File: src/rtl/rrts_pkg.sv
// rrts_pkg: shared types and codes for the round-robin task scheduler.
// No dependencies; imported by the control, task table and top-level modules.
`default_nettype none

package rrts_pkg;

  // action codes of an input request
  localparam logic ACT_TICK = 1'b0;
  localparam logic ACT_ADD  = 1'b1;

  localparam int QUANTUM_W    = 8;
  localparam int TASK_ID_W    = 8;
  localparam int BURST_W      = 16;
  localparam int ACT_COUNT_W  = 5;
  localparam logic [QUANTUM_W-1:0] QUANTUM_RST = 8'd4;

  typedef struct packed {
    logic                 action;
    logic [TASK_ID_W-1:0] task_id;
    logic [BURST_W-1:0]   burst_length;
  } item_t;

  typedef struct packed {
    logic                   ran;
    logic [TASK_ID_W-1:0]   ran_id;
    logic [BURST_W-1:0]     remaining_after;
    logic                   finished;
    logic                   add_accepted;
    logic [ACT_COUNT_W-1:0] active_count;
  } res_t;

  // table update for one request; at most one flag is set
  typedef struct packed {
    logic append;
    logic decrement;
    logic remove;
  } tbl_op_t;

endpackage

`default_nettype wire

File: src/rtl/rrts_ifs.sv
// rrts_ifs: valid/ready stream interfaces for the scheduler's request and
// result channels. Widths follow the fixed field widths of rrts_pkg.
`default_nettype none

interface rrts_in_if;
  logic        valid;
  logic        ready;
  logic        action;
  logic [7:0]  task_id;
  logic [15:0] burst_length;

  modport source (output valid, action, task_id, burst_length, input ready);
  modport sink   (input valid, action, task_id, burst_length, output ready);
endinterface

interface rrts_out_if;
  logic        valid;
  logic        ready;
  logic        ran;
  logic [7:0]  ran_id;
  logic [15:0] remaining_after;
  logic        finished;
  logic        add_accepted;
  logic [4:0]  active_count;

  modport source (output valid, ran, ran_id, remaining_after, finished, add_accepted,
                  active_count, input ready);
  modport sink   (input valid, ran, ran_id, remaining_after, finished, add_accepted,
                  active_count, output ready);
endinterface

`default_nettype wire

File: src/rtl/rrts_task_table.sv
// rrts_task_table: task id / remaining-time queue in arrival order, with
// tail append, in-place decrement and gap closing on removal, where every
// later entry shifts down one slot. Depends on rrts_pkg (tbl_op_t).
`default_nettype none

module rrts_task_table
  import rrts_pkg::*;
#(
  parameter int MAX_TASKS = 16,
  parameter int TIME_BITS = 16
) (
  input  wire logic                         clk,
  input  wire tbl_op_t                      op,
  input  wire logic [$clog2(MAX_TASKS)-1:0] rd_pos,
  input  wire logic [$clog2(MAX_TASKS)-1:0] tail,
  input  wire logic [TASK_ID_W-1:0]         wr_id,
  input  wire logic [TIME_BITS-1:0]         wr_rem,
  output logic      [TASK_ID_W-1:0]         rd_id,
  output logic      [TIME_BITS-1:0]         rd_rem
);

  localparam int IDX_W = $clog2(MAX_TASKS);

  // entries at or above the task count hold stale data and are never read
  logic [TASK_ID_W-1:0] ids_r [MAX_TASKS];
  logic [TIME_BITS-1:0] rem_r [MAX_TASKS];

  assign rd_id  = ids_r[rd_pos];
  assign rd_rem = rem_r[rd_pos];

  always_ff @(posedge clk) begin
    if (op.append) begin
      ids_r[tail] <= wr_id;
      rem_r[tail] <= wr_rem;
    end
    if (op.decrement) begin
      rem_r[rd_pos] <= wr_rem;
    end
    if (op.remove) begin
      for (int i = 0; i < MAX_TASKS - 1; i++) begin
        if (IDX_W'(i) >= rd_pos) begin
          ids_r[i] <= ids_r[i+1];
          rem_r[i] <= rem_r[i+1];
        end
      end
    end
  end

endmodule

`default_nettype wire

File: src/rtl/rrts_sched_ctrl.sv
// rrts_sched_ctrl: scheduler state (count, position, slice counter, quantum)
// and the single-pass decision for one request. Drives rrts_task_table.
// Depends on rrts_pkg.
`default_nettype none

module rrts_sched_ctrl
  import rrts_pkg::*;
#(
  parameter int MAX_TASKS = 16,
  parameter int TIME_BITS = 16
) (
  input  wire logic                         clk,
  input  wire logic                         rst_n,
  input  wire logic                         cfg_wr_en,
  input  wire logic [QUANTUM_W-1:0]         cfg_wr_data,
  input  wire logic                         go,
  input  wire item_t                        item,
  input  wire logic [TASK_ID_W-1:0]         rd_id,
  input  wire logic [TIME_BITS-1:0]         rd_rem,
  output tbl_op_t                           op,
  output logic      [$clog2(MAX_TASKS)-1:0] rd_pos,
  output logic      [$clog2(MAX_TASKS)-1:0] tail,
  output logic      [TASK_ID_W-1:0]         wr_id,
  output logic      [TIME_BITS-1:0]         wr_rem,
  output res_t                              res
);

  localparam int IDX_W = $clog2(MAX_TASKS);
  localparam int CNT_W = $clog2(MAX_TASKS + 1);
  localparam logic [CNT_W-1:0] CNT_MAX = CNT_W'(MAX_TASKS);
  localparam logic [CNT_W-1:0] CNT_ONE = CNT_W'(1);

  logic [QUANTUM_W-1:0] quantum_r;
  logic [CNT_W-1:0]     cnt_r,   cnt_nxt;
  logic [IDX_W-1:0]     pos_r,   pos_nxt;
  logic [QUANTUM_W-1:0] slice_r, slice_nxt;

  logic [IDX_W-1:0]           p;
  logic [CNT_W-1:0]           cnt_dec;
  logic [QUANTUM_W-1:0]       slice_inc;
  logic [TIME_BITS-1:0]       rem_dec;
  logic [TIME_BITS+BURST_W-1:0] burst_ext;
  logic [TIME_BITS+BURST_W-1:0] rem_ext;
  logic [CNT_W+ACT_COUNT_W-1:0] cnt_ext;
  logic [TIME_BITS-1:0]       burst;

  assign p         = (CNT_W'(pos_r) >= cnt_r) ? '0 : pos_r;
  assign cnt_dec   = cnt_r - CNT_ONE;
  assign slice_inc = slice_r + QUANTUM_W'(1);
  assign rem_dec   = rd_rem - TIME_BITS'(1);
  assign burst_ext = {{TIME_BITS{1'b0}}, item.burst_length};
  assign burst     = burst_ext[TIME_BITS-1:0];
  assign rem_ext   = {{BURST_W{1'b0}}, rem_dec};
  assign cnt_ext   = {{ACT_COUNT_W{1'b0}}, cnt_nxt};

  assign rd_pos = p;
  assign tail   = cnt_r[IDX_W-1:0];
  assign wr_id  = item.task_id;
  assign wr_rem = (item.action == ACT_ADD) ? burst : rem_dec;

  always_comb begin
    cnt_nxt   = cnt_r;
    pos_nxt   = pos_r;
    slice_nxt = slice_r;
    op        = '0;
    res       = '0;
    if (go) begin
      if (item.action == ACT_ADD) begin
        if (cnt_r < CNT_MAX && burst != '0) begin
          if (cnt_r == '0) begin
            pos_nxt   = '0;
            slice_nxt = '0;
          end
          op.append        = 1'b1;
          cnt_nxt          = cnt_r + CNT_ONE;
          res.add_accepted = 1'b1;
        end
      end else if (cnt_r != '0) begin
        res.ran             = 1'b1;
        res.ran_id          = rd_id;
        res.remaining_after = rem_ext[BURST_W-1:0];
        if (rem_dec == '0) begin
          // task done: close the gap, the successor takes this slot
          res.finished = 1'b1;
          op.remove    = 1'b1;
          cnt_nxt      = cnt_dec;
          slice_nxt    = '0;
          pos_nxt      = (CNT_W'(p) >= cnt_dec) ? '0 : p;
        end else begin
          op.decrement = 1'b1;
          if (slice_inc >= quantum_r) begin
            slice_nxt = '0;
            pos_nxt   = (CNT_W'(p) + CNT_ONE >= cnt_r) ? '0 : p + IDX_W'(1);
          end else begin
            slice_nxt = slice_inc;
            pos_nxt   = p;
          end
        end
      end
      res.active_count = cnt_ext[ACT_COUNT_W-1:0];
    end
  end

  always_ff @(posedge clk) begin
    if (!rst_n) begin
      quantum_r <= QUANTUM_RST;
      cnt_r     <= '0;
      pos_r     <= '0;
      slice_r   <= '0;
    end else begin
      if (cfg_wr_en) begin
        quantum_r <= cfg_wr_data;
      end
      cnt_r   <= cnt_nxt;
      pos_r   <= pos_nxt;
      slice_r <= slice_nxt;
    end
  end

  a_cnt_bound: assert property (@(posedge clk) disable iff (!rst_n)
    cnt_r <= CNT_MAX)
    else $error("task count above table depth");

  a_pos_in_range: assert property (@(posedge clk) disable iff (!rst_n)
    (cnt_r != '0 && CNT_W'(pos_r) < cnt_r) || (cnt_r == '0 && pos_r == '0))
    else $error("position outside the held tasks");

  a_finish_shrinks: assert property (@(posedge clk) disable iff (!rst_n)
    go && res.finished |=> cnt_r == $past(cnt_r) - CNT_ONE)
    else $error("finished task not removed");

  a_add_grows: assert property (@(posedge clk) disable iff (!rst_n)
    go && res.add_accepted |=> cnt_r == $past(cnt_r) + CNT_ONE)
    else $error("accepted add not stored");

endmodule

`default_nettype wire

File: src/rtl/round_robin_task_scheduler_core.sv
// Round-robin time-slice scheduler, top level.
// Channels: in_chan carries requests (action = tick or add, task_id,
// burst_length); out_chan returns one result per request (ran, ran_id,
// remaining_after, finished, add_accepted, active_count). Both are
// valid/ready; a transfer happens on a clock edge with valid and ready high.
// cfg_wr_en/cfg_wr_data write the 8-bit quantum; write only while idle.
// Throughput: one request per cycle while the receiver does not stall, set
// by the single pass from the request register through the control logic
// and task table update into the result register; the result is held there
// until the receiver takes it.
// Reset (rst_n low, synchronous): table empty, position and slice counter
// zero, quantum 4. Table contents are not cleared and need no clearing pass.
// When the receiver stalls, the result register holds and the request
// register keeps one further request; ready drops once both are full.
// Depends on rrts_pkg, rrts_ifs, rrts_sched_ctrl and rrts_task_table.
`default_nettype none

module round_robin_task_scheduler_core
  import rrts_pkg::*;
#(
  parameter int MAX_TASKS = 16,
  parameter int TIME_BITS = 16
) (
  input  wire logic                 clk,
  input  wire logic                 rst_n,
  rrts_in_if.sink                   in_chan,
  rrts_out_if.source                out_chan,
  input  wire logic                 cfg_wr_en,
  input  wire logic [QUANTUM_W-1:0] cfg_wr_data
);

  localparam int IDX_W = $clog2(MAX_TASKS);

  logic  in_vld_r;
  item_t item_r;
  logic  out_vld_r;
  res_t  res_r;
  logic  adv;
  logic  go;
  logic  in_take;

  tbl_op_t              op;
  logic [IDX_W-1:0]     rd_pos;
  logic [IDX_W-1:0]     tail;
  logic [TASK_ID_W-1:0] wr_id;
  logic [TIME_BITS-1:0] wr_rem;
  logic [TASK_ID_W-1:0] rd_id;
  logic [TIME_BITS-1:0] rd_rem;
  res_t                 res;

  assign adv           = !out_vld_r || out_chan.ready;
  assign go            = in_vld_r && adv;
  assign in_chan.ready = !in_vld_r || adv;
  assign in_take       = in_chan.valid && in_chan.ready;

  always_ff @(posedge clk) begin
    if (!rst_n) begin
      in_vld_r  <= 1'b0;
      out_vld_r <= 1'b0;
    end else begin
      if (in_take) begin
        in_vld_r <= 1'b1;
      end else if (go) begin
        in_vld_r <= 1'b0;
      end
      if (adv) begin
        out_vld_r <= go;
      end
    end
  end

  always_ff @(posedge clk) begin
    if (in_take) begin
      item_r.action       <= in_chan.action;
      item_r.task_id      <= in_chan.task_id;
      item_r.burst_length <= in_chan.burst_length;
    end
    if (go) begin
      res_r <= res;
    end
  end

  rrts_sched_ctrl #(
    .MAX_TASKS (MAX_TASKS),
    .TIME_BITS (TIME_BITS)
  ) u_ctrl (
    .clk         (clk),
    .rst_n       (rst_n),
    .cfg_wr_en   (cfg_wr_en),
    .cfg_wr_data (cfg_wr_data),
    .go          (go),
    .item        (item_r),
    .rd_id       (rd_id),
    .rd_rem      (rd_rem),
    .op          (op),
    .rd_pos      (rd_pos),
    .tail        (tail),
    .wr_id       (wr_id),
    .wr_rem      (wr_rem),
    .res         (res)
  );

  rrts_task_table #(
    .MAX_TASKS (MAX_TASKS),
    .TIME_BITS (TIME_BITS)
  ) u_table (
    .clk    (clk),
    .op     (op),
    .rd_pos (rd_pos),
    .tail   (tail),
    .wr_id  (wr_id),
    .wr_rem (wr_rem),
    .rd_id  (rd_id),
    .rd_rem (rd_rem)
  );

  assign out_chan.valid           = out_vld_r;
  assign out_chan.ran             = res_r.ran;
  assign out_chan.ran_id          = res_r.ran_id;
  assign out_chan.remaining_after = res_r.remaining_after;
  assign out_chan.finished        = res_r.finished;
  assign out_chan.add_accepted    = res_r.add_accepted;
  assign out_chan.active_count    = res_r.active_count;

endmodule

`default_nettype wire
File: src/flat_wrapper.sv
// flat-port wrapper written by rule: the top's interface ports become plain ports
module round_robin_task_scheduler_core_flat import rrts_pkg::*;
#(
  parameter int MAX_TASKS = 16,
  parameter int TIME_BITS = 16
)
  (clk, rst_n, cfg_wr_en, cfg_wr_data, in_chan_valid, in_chan_action, in_chan_task_id, in_chan_burst_length, in_chan_ready, out_chan_valid, out_chan_ran, out_chan_ran_id, out_chan_remaining_after, out_chan_finished, out_chan_add_accepted, out_chan_active_count, out_chan_ready);
  rrts_in_if in_chan_i ();
  rrts_out_if out_chan_i ();
  input  wire logic clk;
  input  wire logic rst_n;
  input  wire logic cfg_wr_en;
  input  wire logic [QUANTUM_W-1:0] cfg_wr_data;
  input wire logic [$bits(in_chan_i.valid)-1:0] in_chan_valid;
  input wire logic [$bits(in_chan_i.action)-1:0] in_chan_action;
  input wire logic [$bits(in_chan_i.task_id)-1:0] in_chan_task_id;
  input wire logic [$bits(in_chan_i.burst_length)-1:0] in_chan_burst_length;
  output wire logic [$bits(in_chan_i.ready)-1:0] in_chan_ready;
  output wire logic [$bits(out_chan_i.valid)-1:0] out_chan_valid;
  output wire logic [$bits(out_chan_i.ran)-1:0] out_chan_ran;
  output wire logic [$bits(out_chan_i.ran_id)-1:0] out_chan_ran_id;
  output wire logic [$bits(out_chan_i.remaining_after)-1:0] out_chan_remaining_after;
  output wire logic [$bits(out_chan_i.finished)-1:0] out_chan_finished;
  output wire logic [$bits(out_chan_i.add_accepted)-1:0] out_chan_add_accepted;
  output wire logic [$bits(out_chan_i.active_count)-1:0] out_chan_active_count;
  input wire logic [$bits(out_chan_i.ready)-1:0] out_chan_ready;
  assign in_chan_i.valid = in_chan_valid;
  assign in_chan_i.action = in_chan_action;
  assign in_chan_i.task_id = in_chan_task_id;
  assign in_chan_i.burst_length = in_chan_burst_length;
  assign in_chan_ready = in_chan_i.ready;
  assign out_chan_valid = out_chan_i.valid;
  assign out_chan_ran = out_chan_i.ran;
  assign out_chan_ran_id = out_chan_i.ran_id;
  assign out_chan_remaining_after = out_chan_i.remaining_after;
  assign out_chan_finished = out_chan_i.finished;
  assign out_chan_add_accepted = out_chan_i.add_accepted;
  assign out_chan_active_count = out_chan_i.active_count;
  assign out_chan_i.ready = out_chan_ready;
  round_robin_task_scheduler_core #(.MAX_TASKS(MAX_TASKS), .TIME_BITS(TIME_BITS)) u_core (.clk(clk), .rst_n(rst_n), .in_chan(in_chan_i), .out_chan(out_chan_i), .cfg_wr_en(cfg_wr_en), .cfg_wr_data(cfg_wr_data));
endmodule
File: config.mk
export PLATFORM = sky130hd
export DESIGN_NAME = round_robin_task_scheduler_core_flat
export DESIGN_NICKNAME = d
export VERILOG_FILES = /design/src/rtl/rrts_pkg.sv /design/src/rtl/rrts_ifs.sv /design/src/rtl/rrts_task_table.sv /design/src/rtl/rrts_sched_ctrl.sv /design/src/rtl/round_robin_task_scheduler_core.sv /design/src/flat_wrapper.sv
export SDC_FILE = /design/constraint.sdc
export NUM_CORES = 1
export LEC_CHECK = 0
export ABC_AREA = 0
export BUFFER_PORTS_ARGS = -buffer_cell sky130_fd_sc_hd__buf_2
export CORE_ASPECT_RATIO = 0.6
export CORE_MARGIN = 4
export CORE_UTILIZATION = 65
export CTS_BUF_LIST = sky130_fd_sc_hd__clkbuf_4
export DETAILED_ROUTE_END_ITERATION = 16
export MAX_ROUTING_LAYER = met4
export PLACE_DENSITY_LB_ADDON = 0.12
export SYNTH_ARGS = -nofsm -noshare
export SYNTH_HDL_FRONTEND = slang
export SYNTH_SLANG_ARGS = --single-unit
export TNS_END_PERCENT = 100
File: constraint.sdc
create_clock -name clk -period 11.6 [get_ports clk]
set_input_delay 1.16 -clock clk [delete_from_list [all_inputs] [get_ports clk]]
set_output_delay 1.16 -clock clk [all_outputs]
set_load 0.02 [all_outputs]
After elaboration in Yosys (flattened, before gate mapping)
Memories as Yosys holds them, arrays and structs flattened.
Cells that the tools add are included.
W data, S select, Z words.
{ "classes": {"addsub": 6, "order_cmp": 20, "n_eq_ne": 2, "mux": 89, "bitwise": 1, "reduce_logical": 18} }
{ "ops": {"columns": ["cell", "n"], "rows": [
  ["$mux W1", 58],
  ["$mux W8", 7],
  ["$mux W16", 3],
  ["$mux W4", 12],
  ["$reduce_or A16 Y1", 2],
  ["$ge A4 B4 Y1 const A", 7],
  ["$mux W26", 1],
  ["$mux W5", 5],
  ["$ge A3 B4 Y1 const A", 4],
  ["$logic_not A16 Y1", 1],
  ["$reduce_bool A16 Y1", 1],
  ["$sub A16 B1 Y16 const B", 1],
  ["$ge A4 B5 Y1", 2],
  ["$add A8 B1 Y8 const B", 1],
  ["$ge A1 B4 Y1 const A", 2],
  ["$ge A2 B4 Y1 const A", 2],
  ["$ge A8 B8 Y1", 1],
  ["$reduce_or A8 Y1", 1],
  ["$add A4 B1 Y5 const B", 1],
  ["$add A5 B1 Y5 const B", 1],
  ["$ge A5 B5 Y1", 1],
  ["$logic_not A5 Y1", 1],
  ["$lt A5 B5 Y1 const B", 1],
  ["$reduce_bool A5 Y1", 1],
  ["other kinds (12)", 19]
]} }
{ "word_totals": {"regBits": 84, "ram_bits": 384, "wordCells": 153, "n_memories": 2} }
{ "memory_table": {"columns": ["name", "depth", "word_bits", "rd", "rd_ports_with_merged_regs", "wr", "line", "text"], "rows": [
  ["u_core.u_table.rem_r", 16, 16, 16, 0, 15, "rrts_task_table.sv:26", "logic [TIME_BITS-1:0] rem_r [MAX_TASKS];"],
  ["u_core.u_table.ids_r", 16, 8, 16, 0, 15, "rrts_task_table.sv:25", "logic [TASK_ID_W-1:0] ids_r [MAX_TASKS];"]
]} }

Depth between registers and ports, before layout
An unclocked memory read counts as a cell.
{ "depth": {"depth_word": 14, "mapped_depth": 24} }

Hierarchy
From an unflattened synthesis, not the netlist that was laid out.
{ "hier_totals": {"hier_cells": 1625, "area_unflattened_um2": 24083.1} }
{ "by_module_without_submodules": {"columns": ["module", "instances", "cells_per_inst", "area_per_inst_um2", "seq_area_each_um2"], "rows": [
  ["rrts_task_table", 1, 1144, 19253.5, 11531.1],
  ["rrts_sched_ctrl", 1, 415, 3014.1, 500.5],
  ["round_robin_task_scheduler_core", 1, 66, 1815.5, 1751.7]
]} }

Worst setup path after synthesis
No wires, ideal clock.
{ "synth_timing": {"path_type": "register to register", "startpoint": "register u_core.u_ctrl.pos_r[0]", "endpoint": "memory u_core.u_table.rem_r[5][0] (enable)", "t_arrival_ns": 6.407, "required_ns": 11.189, "slack_ns": 4.782, "path_stages_with_launch": 23, "n_path_buf": 5, "synth_period_minus_slack_ns": 6.818, "path_cell_list": "dfxtp_1 buf_4 inv_1 clkbuf_1 ha_1 nor2b_1 o21a_1 clkbuf_1 o21ai_0 o2bb2ai_1 o32ai_4 ha_1 inv_1 o22ai_2 nand4_1 xnor2_1 or4_1 or4b_1 buf_6 buf_6 o21ai_0 a32oi_1 o21ai_0"} }
{ "synth_rtl": {"columns": ["item", "line", "text"], "rows": [
  ["from (decl)", "rrts_sched_ctrl.sv:35", "logic [IDX_W-1:0] pos_r, pos_nxt;"],
  ["from (signal assigned)", "rrts_sched_ctrl.sv:115", "pos_r <= pos_nxt;"],
  ["to (decl)", "rrts_task_table.sv:26", null]
]} }

==> results_dict.tcl <==
set metrics [dict create \
    hold_path_end "u_core.item_r[7]" \
    rsz0062_at_grt "no" \
    grt-ovfl-total 0 \
    grt.met1_usage_pct 62.4 \
    hp-class "input port to flip-flop" \
    crit_top_cell "inv_1" \
    hold_viol_final 0 \
    die_w_um 257 \
    tns_ns 0 \
    port_buffers 71 \
    r2r_end "u_core.u_table.rem_r[6][13]" \
    slowest_stage "nor3_4" \
    cts_buffers 105 \
    grt_pass1_wl_um 122000 \
    core_um2 36500 \
    synth_area_leaders "edfxtp_1, mux2_2, a21o_1" \
    totalWireLength_um 83000 \
    first_pass_iters 8 \
    worstSkewPairLatency_ns 0.85 \
    yosysMostFrequentCell "edfxtp_1" \
    postCtsSetupBuffers 0 \
    drv_cap 0 \
    globalplace.congestion 1.05 \
    synth-seq-area-share_pct 57.0 \
    htree_levels 3 \
    die_h_um 157 \
    arrival_ns 8.91 \
    clockRootBuffer "clkbuf_4" \
    relSlewSlack_pct 10.1 \
    crit_family "simple AND/OR/NAND/NOR gates" \
    drive_gt1_share_pct 25.1 \
    syn_area_um2 24200 \
    grt_pass1_vias 17800 \
    grt_max_degree 60 \
    cts_resized 0 \
    yosys.cell_types.count 93 \
    pin_count 72 \
    cp_cell_sequence "inv_1 > ha_1 > inv_1 > o21ai_1 > a21oi_2 > and3_1 > o32ai_4 > ha_1 > inv_1 > o22ai_2 > nand4_1 > xnor2_1 > or4_1 > or4b_1 > buf_4 > or2_1 > nor3_4 > o21bai_2" \
    dpl.hpwl_um 57100 \
    yosys.area.top_type "edfxtp_1" \
    synth.top_cell.area_share_pct 54.8 \
    cp-start-kind "flip-flop" \
    path_max_fanout 26 \
    dieArea_um2 40400 \
    cp_num_buf_inv 4 \
    finalCritPeriodShare_pct 72.9 \
    yosys_most_used_dff "edfxtp_1" \
    whs_path_depth 1 \
    hold_ws_ns 0.494 \
    path_class "flip-flop to flip-flop" \
    cts_sinks 468 \
    rr_worst_depth 18 \
    drt-initial-drc-count 3294 \
    fin_util_pct 72.1 \
    setup_violations 0 \
    netlist_instances 1911 \
    ir_drop_v 0.0000918 \
    synthArstFlopShare_pct 0 \
    crit_required_ns 12.05 \
    grt_busiest_layer "met1" \
    cts_hold_buffers 0 \
    clock_skew_ns 0.0521 \
    place_area_um2 24900 \
    synth.avg_cell_area_um2 12.6 \
    routedWlPerCell_um 32.5 \
    ys_seq_elements 468 \
    maxSlewViolCount 0 \
    power.leakage_nw 10.1 \
    start_util_pct 66.2 \
    grt_use_met3_pct 17.0 \
    synth_edf_count 441 \
    tightest_slew_ns 1.35 \
    min_from "in_chan_burst_length[7]" \
    grt.total_usage_pct 42.4 \
    grt_use_met2_pct 53.9 \
    rows 54 \
    num_vias 18800 \
    period_minus_slack_ns 8.46 \
    design_area_um2 26300 \
    max_freq_mhz 118 \
    critPathCaptureType "flip-flop" \
    worstReg2RegStart "u_core.u_ctrl.cnt_r[1]" \
    ys_warn_count 0 \
    r2r_setup_slack_ns 3.14 \
    clkSlewWorstSetupHoldPaths_ns 0.09 \
    area_growth_pct 8.87 \
    avgViaCountPerCell 7.34 \
    antenna_found_initial 4 \
    power_density_nw_per_um2 134 \
    remaining_drc_errors 0 \
    synthTopCellsByCount "edfxtp_1, a21o_1, mux2_2, nor2_1, nand2_1" \
    outcome "complete, no violations" \
    nets 2063 \
    cts.path.max_buffers 3 \
    cts_tree "built" \
    cpPeakStageDelay_ns 1.10 \
    synth.net_count 1982 \
    final_antenna_net_count 0 \
]
## cell usage in the layout (no fill, tap or decap), types with 11 or more instances in the layout
master,instances
a221oi_1,21
nand2b_1,18
mux2_2,171
a32oi_1,11
edfxtp_1,441
nor4_1,12
nor3_1,19
dfxtp_1,24
and2_1,19
o21ai_0,55
clkinv_1,24
xnor2_1,17
a21oi_1,84
a21o_1,235
nor2_1,113
a31oi_1,16
ha_1,33
inv_1,32
nand3_1,35
and3_1,13
o22ai_1,12
a22oi_1,19
buf_2,71
mux2i_1,64
o211ai_1,17
clkbuf_4,160
nand2_1,93
buf_4,48
## where the power goes
group          internal (mW)  leakage (nW)  total [mW]  switching (mW)
registers               1.87          4.23        1.89          0.0194
logic                 0.0910          5.00       0.229           0.138
clock network          0.699         0.832        1.40           0.699
## worst max path at each step
| stage | from | end | slack [ns] | cells past startpoint |
|---|---|---|---|---|
| final | u_core.u_ctrl.cnt_r[1] | u_core.u_table.rem_r[6][13] | 3.14 | 18 |
| after CTS | u_core.u_ctrl.cnt_r[1] | u_core.u_table.rem_r[6][13] | 3.45 | 18 |
| after detailed placement | u_core.u_ctrl.pos_r[0] | u_core.u_table.rem_r[6][6] | 3.48 | 18 |
| after global routing | u_core.u_ctrl.cnt_r[1] | u_core.u_table.rem_r[6][13] | 2.85 | 18 |
| after floorplan | u_core.u_ctrl.pos_r[0] | u_core.u_table.rem_r[5][0] | 4.78 | 22 |
| after global placement | u_core.u_ctrl.pos_r[0] | u_core.u_table.rem_r[6][5] | 3.69 | 18 |
## cells by family (layout without fill, tap and decap cells)
group                      count (synthesis)  after routing  synth area share [%]
adders and majority gates                 33             33                  1.71
muxes                                    250            250                  11.7
buffers and inverters                    180            346                  3.41
AOI/OAI and AO/OA                        568            568                  16.9
DFF                                      468            468                  57.0
and+or+nand+nor                          388            388                  8.35
other                                      0              5                     0
xor gates and xnor gates                  24             24                 0.870
## metal layers
metal / wire, µm / vias to the layer above
met5: 0 / -
met4: 2080 / 0
met3: 14700 / 188
met2: 32400 / 1782
met1: 33900 / 9174
li1: - / 7621
## area by class of cell
class,instances,area [µm²]
diodes,5,12.5
clock buffers,160,1200
clock inverters,32,225
fillers,2476,10200
inverters,35,131
multi-input cells,1263,9640
flip-flops and latches,468,13800
well taps,476,596
repair buffers,119,716
## registers in the layout, indices dropped and copies added (netlist names), 4 cells and up
name	count
u_core.item_r	25
u_core.out_chan.active_count	5
u_core.out_chan.ran_id	8
u_core.out_chan.remaining_after	16
u_core.u_ctrl.cnt_r	5
u_core.u_ctrl.pos_r	4
u_core.u_ctrl.quantum_r	8
u_core.u_ctrl.slice_r	8
u_core.u_table.ids_r	128
u_core.u_table.rem_r	256
## per-stage QoR
| stage | instances | worst slack, ns | power [mW] |
|---|---|---|---|
| final | 2558 | 3.14 | 3.52 |
| after global routing | 2557 | 2.85 | 3.62 |
| after CTS | 2553 | 3.45 | 3.50 |
| after detailed placement | 2361 | 3.48 | 2.15 |
| after global placement | 2361 | 3.69 | 2.14 |
| after floorplan | 1911 | 4.78 | 2.07 |
Power figures use the tool's default switching activity.
